**config.mk**
```make
export PLATFORM = sky130hd
export DESIGN_NAME = mnst_ctrl
export DESIGN_NICKNAME = d
export VERILOG_FILES = /design/src/rtl/mnst_pkg.sv /design/src/rtl/mnst_ctrl.sv
export SDC_FILE = /design/constraint.sdc
export NUM_CORES = 1
export LEC_CHECK = 0
export BUFFER_PORTS_ARGS = -buffer_cell sky130_fd_sc_hd__buf_2
export CAP_MARGIN = 20
export CORE_AREA = 4 4 41 43
export CTS_CLUSTER_DIAMETER = 60
export DETAILED_ROUTE_END_ITERATION = 8
export DIE_AREA = 0 0 45 47
export SYNTH_ARGS = -nofsm -noshare
export SYNTH_HDL_FRONTEND = slang
export SYNTH_SLANG_ARGS = --single-unit
```
**constraint.sdc**
```tcl
create_clock -name clk -period 1.45 [get_ports clk]
set_input_delay 0.145 -clock clk [delete_from_list [all_inputs] [get_ports clk]]
set_output_delay 0.145 -clock clk [all_outputs]
set_load 0.05 [all_outputs]
```
**src/rtl/mnst_pkg.sv**
```systemverilog
`default_nettype none
package mnst_pkg;

  localparam int NOTE_COUNT = 256;
  localparam int IDX_W = $clog2(NOTE_COUNT);

  // item opcodes
  localparam logic [1:0] OP_MESSAGE = 2'd0;
  localparam logic [1:0] OP_TICK    = 2'd1;
  localparam logic [1:0] OP_QUERY   = 2'd2;

  // upper nibble of the midi status byte
  localparam logic [3:0] NIBBLE_NOTE_OFF = 4'h8;
  localparam logic [3:0] NIBBLE_NOTE_ON  = 4'h9;

  typedef struct packed {
    logic [7:0] vel;
    logic       release_ack;
    logic       press_ack;
    logic       released;
    logic       held;
    logic       pressed;
  } note_entry_t;

  localparam int ENTRY_W = $bits(note_entry_t);

  typedef struct packed {
    logic capture;
    logic msg_write;
    logic rd_en;
    logic tick_rd;
    logic tick_write;
    logic cnt_clr;
    logic cnt_inc;
    logic out_load;
  } mnst_cmd_t;

  typedef struct packed {
    logic [1:0] opcode;
    logic       cnt_zero;
    logic       cnt_last;
    logic       out_free;
  } mnst_status_t;

  // one frame step on an entry, first matching rule wins
  function automatic note_entry_t tick_entry(input note_entry_t e);
    note_entry_t r;
    r = e;
    if (e.press_ack) begin
      r.pressed = 1'b0;
    end else if (e.release_ack) begin
      r.released = 1'b0;
    end else if (e.pressed) begin
      r.press_ack = 1'b1;
    end else if (e.released) begin
      r.release_ack = 1'b1;
    end
    return r;
  endfunction

endpackage
`default_nettype wire

```
**src/rtl/mnst_ctrl.sv**
```systemverilog
`default_nettype none
module mnst_ctrl import mnst_pkg::*; (
  input  wire logic         clk,
  input  wire logic         rst,
  input  wire logic         in_valid,
  output logic              in_ready,
  input  wire mnst_status_t st,
  output mnst_cmd_t         cmd
);

  localparam logic [2:0] S_IDLE     = 3'd0;
  localparam logic [2:0] S_DECODE   = 3'd1;
  localparam logic [2:0] S_TICK     = 3'd2;
  localparam logic [2:0] S_TICK_END = 3'd3;
  localparam logic [2:0] S_QOUT     = 3'd4;

  logic [2:0] state;
  logic [2:0] state_next;

  always_ff @(posedge clk) begin
    if (rst) begin
      state <= S_IDLE;
    end else begin
      state <= state_next;
    end
  end

  always_comb begin
    state_next = state;
    cmd        = '0;
    in_ready   = 1'b0;
    case (state)
      S_IDLE: begin
        in_ready    = 1'b1;
        cmd.capture = in_valid;
        if (in_valid) begin
          state_next = S_DECODE;
        end
      end
      S_DECODE: begin
        case (st.opcode)
          OP_MESSAGE: begin
            cmd.msg_write = 1'b1;
            state_next    = S_IDLE;
          end
          OP_TICK: begin
            cmd.cnt_clr = 1'b1;
            state_next  = S_TICK;
          end
          OP_QUERY: begin
            cmd.rd_en  = 1'b1;
            state_next = S_QOUT;
          end
          default: begin
            state_next = S_IDLE;
          end
        endcase
      end
      S_TICK: begin
        // read entry n while writing back entry n-1
        cmd.rd_en      = 1'b1;
        cmd.tick_rd    = 1'b1;
        cmd.cnt_inc    = 1'b1;
        cmd.tick_write = !st.cnt_zero;
        if (st.cnt_last) begin
          state_next = S_TICK_END;
        end
      end
      S_TICK_END: begin
        cmd.tick_write = 1'b1;
        state_next     = S_IDLE;
      end
      S_QOUT: begin
        if (st.out_free) begin
          cmd.out_load = 1'b1;
          state_next   = S_IDLE;
        end
      end
      default: begin
        state_next = S_IDLE;
      end
    endcase
  end

endmodule
`default_nettype wire

```
==> impl_metrics.ini <==
[worst_setup_path]
max_stage_delay_ps = 560
slowest_stage = or4b_4
end_kind = output pin
critical-path-top-delay-family = simple AND/OR/NAND/NOR gates
cp_num_cells = 3
critPathKind = reg2out
crit_required_ps = 1310
rrSetupSlack_ps = 180
rr_worst_depth = 3
critPathLaunchType = flip-flop
worstPathMaxFanout = 3
cp.arrival_ps = 1380
path_buf_inv = 1
crit_chain = or4b_4 > nor2_4 > buf_8

[outcome]
outcome = finished with violations
violations = negative setup slack

[place]
detailedPlace.worstSlack_ps = 58.3
place_congestion = 0.662
io_buffers = 16
dp_hpwl_microns = 536
dpl_cell_area_sq_um = 372

[clock_tree]
cts.htree.levels = 1
cts.sinks = 3
clk_latency_ps = 240
root_buffer = clkbuf_4
cts_buffers = 3
cts_tree = done
clk_pin_slew_worst_paths_ps = 40
hold_buffers = 0
max-clock-path-buffers = 2

[finish]
layout_commonest_cell = buf_2
layout.nets = 57
antenna_cells = 0
fin_area_sq_um = 447
reg_top3 = state: 3 flops
largest_reg_flops = 3
largest_register = state
most-common-layout-cells = buf_2 (12), clkbuf_4 (3), buf_6 (3), buf_4 (3)
drive_above_1_share = 0.708
area_growth_pct = 82.1

[synth]
synth_area_per_cell_sq_um = 8.76
netlist_instances = 28
ys_seq_area_frac = 0.245
synth_ff_type = dfxtp_1
synth_warnings = 0
async_reset_ff_frac = 0
synth_seq_cells = 3
synth_fp_nets = 36
ys_types = 21
synth-edff-count = 0
syn_area_sq_um = 245

[timing]
hold_viol_final = 0
drv_slew = 0
worstMarginPinSlew_ps = 251
rsz0062_at_grt = yes
worst_slack_ps = -77.5
relSlewSlack = 0.834
finClkSkew_ps = 0.410
min_period_over_period = 1.05
finalSetupViolCount = 2
min_period_ps = 1530
hold_ws_ps = 112
fmax_mhz = 655
tns_ps = -147

[worst_hold_path]
hold_class = in2reg
hold_depth = 2

[grt]
track_usage = 0.0829
grt_pass1_vias = 249
antenna_found_initial = 0
grt_pass1_wl_microns = 1110
grt_max_degree = 11
overflow = 0

[floorplan]
fp.dieH_microns = 47
num_io_pins = 17
die_w_microns = 45
coreArea_sq_um = 1300
start_util = 0.188
rows = 13
die_area_sq_um = 2120

[flow_run]
cap_violations = 0

[route]
drt-total-wl_microns = 746
drt_iter0_drc = 0
viasPerCell = 4.49
drcViolationCount = 0
ant_nets = 0
drt-pass1-iter-count = 1
vias = 283
detail_route.wl_per_cell_microns = 11.8

[pwr]
ir_worst_vdd_mv = 0.396
finalPower_w = 0.000358
pwr_density_cell_nw_per_um2 = 802
p_leak_nw = 0.194
[area by class of cell]
class                           instances  area, sq um
Fill cell                             145          855
Inverter                                1         3.75
Timing Repair Buffer                   20          146
Clock buffer                            4         26.3
Tap cell                               15         18.8
Multi-Input combinational cell         20          189
Sequential cell                         3         62.6
[cell families after synthesis]
kind of cell,synth area share
buffers and inverters,0.133
flip-flops,0.245
multiplexers,0.0408
AO/OA/AOI/OAI,0.102
AND/OR/NAND/NOR,0.480
[Yosys cell counts (all sizes together), types with 2 or more instances]
master	count	share of area
nor3	2	0.041
nand4bb	2	0.092
or4b	2	0.097
nor2	2	0.031
nor3b	2	0.061
buf	4	0.12
dfxtp	3	0.24
[report_power, final]
group | switching (W) | total [W] | internal, W
clock network | 0.0000514 | 0.000155 | 0.000104
logic | 0.0000703 | 0.000115 | 0.0000444
registers | 0.00000187 | 0.0000885 | 0.0000867
total | 0.000124 | 0.000358 | 0.000235
[stage by stage]
stage | utilization | cells
after CTS | 0.332 | 63
after floorplan | - | 28
after global routing | 0.343 | 63
after global placement | 0.286 | 58
after detailed placement | 0.286 | 58
final | 0.343 | 63
[metal layers]
layer | GRT usage | up-vias | wire, microns
li1 | - | 140 | -
met1 | 0.0862 | 123 | 284
met2 | 0.102 | 15 | 329
met3 | 0.0728 | 5 | 108
met4 | 0.0702 | 0 | 23
met5 | 0 | - | 0
[worst register-to-register path: cells and delay by family (launching register included)]
kind	cells	cell delay [ps]
AOI/OAI and AO/OA	1	150
buffers and inverters	1	160
DFF	1	310
and+or+nand+nor	1	560
[path summary, 6_finish.rpt]
kind / startpoint / to
max reg2reg: state[2]$_SDFFE_PP0P_ / state[1]$_SDFFE_PP0P_
min reg2reg: state[1]$_SDFFE_PP0P_ / state[2]$_SDFFE_PP0P_
max: state[2]$_SDFFE_PP0P_ / cmd[2]
min: rst / state[2]$_SDFFE_PP0P_
[timing repair]
item                                    4_1_cts  5_1_grt
pin swaps                                     1        1
hold endpoints to repair                      0        0
resized for setup                             8        7
setup buffers                                 1        0
endpoints found under the setup margin        3        4
(Power assumes the default switching activity.)
