==> src/rtl/mnst_pkg.sv <==
`default_nettype none
package mnst_pkg;

  localparam int NOTE_COUNT = 256;
  localparam int IDX_W = $clog2(NOTE_COUNT);

  // item opcodes
  localparam logic [1:0] OP_MESSAGE = 2'd0;
  localparam logic [1:0] OP_TICK    = 2'd1;
  localparam logic [1:0] OP_QUERY   = 2'd2;

  // upper nibble of the midi status byte
  localparam logic [3:0] NIBBLE_NOTE_OFF = 4'h8;
  localparam logic [3:0] NIBBLE_NOTE_ON  = 4'h9;

  typedef struct packed {
    logic [7:0] vel;
    logic       release_ack;
    logic       press_ack;
    logic       released;
    logic       held;
    logic       pressed;
  } note_entry_t;

  localparam int ENTRY_W = $bits(note_entry_t);

  typedef struct packed {
    logic capture;
    logic msg_write;
    logic rd_en;
    logic tick_rd;
    logic tick_write;
    logic cnt_clr;
    logic cnt_inc;
    logic out_load;
  } mnst_cmd_t;

  typedef struct packed {
    logic [1:0] opcode;
    logic       cnt_zero;
    logic       cnt_last;
    logic       out_free;
  } mnst_status_t;

  // one frame step on an entry, first matching rule wins
  function automatic note_entry_t tick_entry(input note_entry_t e);
    note_entry_t r;
    r = e;
    if (e.press_ack) begin
      r.pressed = 1'b0;
    end else if (e.release_ack) begin
      r.released = 1'b0;
    end else if (e.pressed) begin
      r.press_ack = 1'b1;
    end else if (e.released) begin
      r.release_ack = 1'b1;
    end
    return r;
  endfunction

endpackage
`default_nettype wire

==> src/rtl/mnst_ram.sv <==
`default_nettype none
module mnst_ram #(
  parameter int WIDTH = 8,
  parameter int DEPTH = 256
) (
  input  wire logic                     clk,
  input  wire logic                     we,
  input  wire logic [$clog2(DEPTH)-1:0] waddr,
  input  wire logic [WIDTH-1:0]         wdata,
  input  wire logic                     re,
  input  wire logic [$clog2(DEPTH)-1:0] raddr,
  output logic      [WIDTH-1:0]         rdata
);

  logic [WIDTH-1:0] mem [DEPTH];

  always_ff @(posedge clk) begin
    if (we) begin
      mem[waddr] <= wdata;
    end
    if (re) begin
      rdata <= mem[raddr];
    end
  end

endmodule
`default_nettype wire

==> src/rtl/mnst_datapath.sv <==
`default_nettype none
module mnst_datapath import mnst_pkg::*; (
  input  wire logic         clk,
  input  wire logic         rst,
  input  wire mnst_cmd_t    cmd,
  output mnst_status_t      st,
  input  wire logic [1:0]   opcode,
  input  wire logic [7:0]   status,
  input  wire logic [7:0]   note,
  input  wire logic [7:0]   velocity,
  input  wire logic         out_ready,
  output logic              out_valid,
  output logic              pressed,
  output logic              held,
  output logic              released,
  output logic [7:0]        note_velocity
);

  logic [1:0]            opcode_q;
  logic [3:0]            nibble_q;
  logic [7:0]            note_q;
  logic [7:0]            vel_q;
  logic [IDX_W-1:0]      cnt;
  logic [IDX_W-1:0]      wb_addr;
  logic [NOTE_COUNT-1:0] vld;
  logic                  vld_q;

  logic [IDX_W-1:0]   rd_addr;
  logic [ENTRY_W-1:0] rdata;
  logic [ENTRY_W-1:0] wdata;
  logic [IDX_W-1:0]   waddr;
  logic               we;
  logic               in_range;
  logic               msg_ok;
  note_entry_t        cur;
  note_entry_t        msg_entry;

  // captured request
  always_ff @(posedge clk) begin
    if (cmd.capture) begin
      opcode_q <= opcode;
      nibble_q <= status[7:4];
      note_q   <= note;
      vel_q    <= velocity;
    end
  end

  // frame walk counter and write-back address
  always_ff @(posedge clk) begin
    if (rst) begin
      cnt <= '0;
    end else if (cmd.cnt_clr) begin
      cnt <= '0;
    end else if (cmd.cnt_inc) begin
      cnt <= cnt + 1'b1;
    end
  end

  always_ff @(posedge clk) begin
    if (cmd.rd_en) begin
      wb_addr <= rd_addr;
      vld_q   <= vld[rd_addr];
    end
  end

  assign rd_addr  = cmd.tick_rd ? cnt : note_q[IDX_W-1:0];
  assign in_range = {1'b0, note_q} < 9'(NOTE_COUNT);
  assign cur      = vld_q ? note_entry_t'(rdata) : '0;

  always_comb begin
    msg_entry = '0;
    if (nibble_q == NIBBLE_NOTE_ON) begin
      msg_entry.pressed = 1'b1;
      msg_entry.held    = 1'b1;
      msg_entry.vel     = vel_q;
    end else begin
      msg_entry.released = 1'b1;
    end
  end

  assign msg_ok = cmd.msg_write && in_range &&
                  (nibble_q == NIBBLE_NOTE_OFF || nibble_q == NIBBLE_NOTE_ON);
  assign we     = msg_ok || cmd.tick_write;
  assign waddr  = cmd.tick_write ? wb_addr : note_q[IDX_W-1:0];
  assign wdata  = cmd.tick_write ? tick_entry(cur) : msg_entry;

  // entries never written read as zero
  always_ff @(posedge clk) begin
    if (rst) begin
      vld <= '0;
    end else if (we) begin
      vld[waddr] <= 1'b1;
    end
  end

  mnst_ram #(
    .WIDTH (ENTRY_W),
    .DEPTH (NOTE_COUNT)
  ) u_ram (
    .clk   (clk),
    .we    (we),
    .waddr (waddr),
    .wdata (wdata),
    .re    (cmd.rd_en),
    .raddr (rd_addr),
    .rdata (rdata)
  );

  // output register
  always_ff @(posedge clk) begin
    if (rst) begin
      out_valid <= 1'b0;
    end else if (cmd.out_load) begin
      out_valid <= 1'b1;
    end else if (out_ready) begin
      out_valid <= 1'b0;
    end
  end

  always_ff @(posedge clk) begin
    if (cmd.out_load) begin
      pressed       <= in_range & cur.pressed;
      held          <= in_range & cur.held;
      released      <= in_range & cur.released;
      note_velocity <= in_range ? cur.vel : 8'd0;
    end
  end

  assign st.opcode   = opcode_q;
  assign st.cnt_zero = (cnt == '0);
  assign st.cnt_last = (cnt == IDX_W'(NOTE_COUNT - 1));
  assign st.out_free = !out_valid || out_ready;

endmodule
`default_nettype wire

==> config.mk <==
export PLATFORM = sky130hd
export DESIGN_NAME = mnst_datapath
export DESIGN_NICKNAME = d
export VERILOG_FILES = /design/src/rtl/mnst_pkg.sv /design/src/rtl/mnst_ram.sv /design/src/rtl/mnst_datapath.sv
export SDC_FILE = /design/constraint.sdc
export NUM_CORES = 2
export LEC_CHECK = 0
export ABC_CLOCK_PERIOD_IN_PS = 32000
export BUFFER_PORTS_ARGS = -buffer_cell sky130_fd_sc_hd__buf_2
export CELL_PAD_IN_SITES_DETAIL_PLACEMENT = 0
export CELL_PAD_IN_SITES_GLOBAL_PLACEMENT = 2
export CORE_UTILIZATION = 50
export DETAILED_ROUTE_END_ITERATION = 6
export PLACE_DENSITY_LB_ADDON = 0.25
export SKIP_CTS_REPAIR_TIMING = 1
export SYNTH_ARGS = -nofsm -noshare
export SYNTH_HDL_FRONTEND = slang
export SYNTH_SLANG_ARGS = --single-unit
==> constraint.sdc <==
create_clock -name clk -period 32 [get_ports clk]
set_input_delay 3.2 -clock clk [delete_from_list [all_inputs] [get_ports clk]]
set_output_delay 3.2 -clock clk [all_outputs]
set_load 0.05 [all_outputs]
==> metrics.txt <==
Final ANT Viol Nets=0; Synth Area per Inst=~16 um^2; VDD IR-drop max=between 0.04 and 0.05 mV; fraction of registers with async set/reset=0%; first-pass GRT wire length=just under 600000 um; CP peak stage delay=0.92 ns; die area=286000 um^2; Crit. Startpoint=cmd[4]; 1st-pass router iterations=6; CP max FO=about 110; initial antenna violation count=11; crit share post-route=a little under a third; DRC viols=0; fillers=about 22000; row count=~200; commonest non-fill, non-tap cells in the layout=3383 x edfxtp_1, 961 x nand2_1, 867 x mux2i_1; outcome=complete, no violations; GRT Residual Overflow=0; static leakage=about 53 nW; crit-path cells=buf_2, mux2i_4, inv_8, buf_4, buf_12, buf_4, buf_4, mux2i_1, o221ai_1, a31oi_1, nor3_1, nor4_1, o22ai_1, or3_1; drt total wl=418000 um; CTS sink cnt=3648; DP Worst Slack=21.36 ns; Die W=roughly 530 um; #FFs+latches synth=around 3600; clock buffer depth=4; final worst slack=22.19 ns; Worst Setup Path Type=in2reg; Initial Util=roughly half; clock latency on the worst-skew pair=a little under 1 ns; Layout Cells excl Fill=~13000; FMAX=around 100 MHz; initial DRC count=a little under 10000; Max Slew Vio Count=0; part of the power in registers=50.4%; most common cell after layout, fill and taps aside=edfxtp_1; worst slew pin tran=between 1 and 1.5 ns; Clock transition at path regs=around 0.060 ns; DR vias/cell=a little over 6; clock buffer count from CTS=~380; RePlAce Congestion=about 0.86; critical path required time=approximately 33 ns; sequential area share after synthesis=75.3%; H-tree Lvls=5; Synth Flop Type=edfxtp_1; cell area after synthesis=~140000 um^2; io pins=54; P_int=about 8.1 mW; P_sw=2.41 mW; DIE HEIGHT=~530 um; worst r2r src=note_q[0]; Nets=a little over 9000; TritonCTS clock tree=built; Crit. End Element=flip-flop; PwrDens=65.3 nW/um^2; count of cell types in the netlist=61; Post-synth EDFFs=around 3400; Detailed Place HPWL=243000 um; Gate power share=approximately 7.3%; Slowest-stage cell, CP=nor4_1; vias in the first global route=approximately 79000; Synth warnings=0; HP Start=vld[62]; post-layout util=between 50% and 60%; RSZ-0062 raised after global routing=false; Final Hold Fails=0; Tot Pwr=~10 mW; wire length per cell=between 30 and 40 um; worst hold path class=reg2reg; Tot GR Track Use=~29%; Port-buffer cells=between 40 and 50; vias=approximately 82000; clock skew=roughly 0.064 ns; clock share of power=42.3%; Final Setup Violations=0; Core ar.=~280000 um^2; CP Data Arrival Time=10.49 ns; Worst slew margin=just over 7%; Post-Syn Nets=8994; total of max-cap violations=0; Clock Tree Root=clkbuf_16; Final Critical Period=about 9.8 ns; share of post-route cells with drive strength above 1=approximately 14%; CP Launch Type=primary input; total negative slack=0 ns; largest net degree at the start of global routing=about 200; # placed instances=roughly 13000; Syn Inst Count=8955; Layout area overhead=12.9%; CP most frequent cell=buf_4; switching portion of total power=23.0%
kinds of logic after synthesis:
kind of cell             after synthesis  synth area share (%)
flip-flops                          3648                  75.3
AND/OR/NAND/NOR                     2474                  7.31
multiplexers                        1112                  9.97
AO/OA/AOI/OAI                       1105                  5.36
buffers and inverters                609                  2.03
XOR/XNOR                               5                0.0308
adder cells (fa/ha/maj)                2                0.0176
state kept, by name, indices dropped and copies added, names as in the netlist, 2 cells and up:
| register | flops |
|---|---|
| nibble_q | 4 |
| u_ram.mem | 3328 |
| vel_q | 8 |
| u_ram.rdata | 13 |
| vld | 256 |
| cnt | 8 |
| wb_addr | 8 |
| note_q | 8 |
| note_velocity | 8 |
| opcode_q | 2 |
power groups by stage:
stage	Sequential (mW)	Combinational (mW)	Clock (mW)
2_1_floorplan	5.40	0.440	0
3_3_place_gp	5.37	0.752	0
3_5_place_dp	5.37	0.762	0
4_1_cts	5.27	0.764	4.47
5_1_grt	5.27	0.800	4.65
6_report	5.27	0.767	4.43
synthesized netlist by cell type (3+ instances only):
master	count	area, um^2
a211oi_1	3	22.5
a21boi_0	3	22.5
a21o_1	9	67.6
a21oi_1	150	751
a22o_1	8	70.1
a311oi_1	7	61.3
a31oi_1	211	1320
a32oi_1	3	26.3
and2_1	16	100
and3_1	11	68.8
buf_1	84	315
buf_2	129	646
buf_4	75	563
buf_6	21	236
clkbuf_1	278	1040
dfxtp_1	265	5310
edfxtp_1	3383	102000
inv_1	20	75.1
mux2i_1	868	8690
mux4_2	240	5410
nand2_1	971	3640
nand2b_1	8	50.1
nand3_1	522	2610
nand4_1	30	188
nor2_1	762	2860
nor3_1	99	495
nor4_1	25	156
o21a_1	8	60.1
o21ai_0	153	766
o21ba_2	29	290
o221ai_1	325	2850
o22a_1	5	43.8
o22ai_1	165	1030
o32ai_1	9	78.8
or3_1	18	113
or4_1	5	37.5
xor2_1	3	26.3
layout make-up:
class / count / area, um^2 / area share [%]
timing repair buffer: 436 / 3390 / 2.11
multi-input combinational: 4698 / 32700 / 20.4
clock buffer: 505 / 10400 / 6.48
sequential: 3648 / 107000 / 66.7
clock inverter: 188 / 2090 / 1.30
antenna: 6 / 15.0 / 0.00937
tap: 3743 / 4680 / 2.92
inverter: 22 / 108 / 0.0671
path summary, 6_finish.rpt:
path                     end  slack [ns]  cells after the start
max reg2reg  u_ram.rdata[10]       24.66                     13
min                  vld[62]        0.47                      2
min reg2reg          vld[62]        0.47                      2
max          u_ram.rdata[10]       22.19                     14
critical path: cells and delay by family:
family,cells,cell delay [ns]
compound gates,3,1.10
mux,2,0.45
simple gates,3,1.58
buf+inv,6,3.86
stage by stage:
step / area [um^2] / hold slack [ns]
5_1_grt: 160000 / 0.485
3_5_place_dp: 148000 / 0.456
4_1_cts: 160000 / 0.470
6_report: 160000 / 0.466
3_3_place_gp: 148000 / 0.444
2_1_floorplan: 142000 / 0.435
layer usage:
metal,vias up,part of all wire (%),track usage (%)
li1,35249,-,-
met1,42868,40,39.9
met2,3623,48,46.1
met3,702,8.2,4.97
met4,8,3.9,10.5
met5,-,0.016,0
Power figures use the tool's default switching activity.
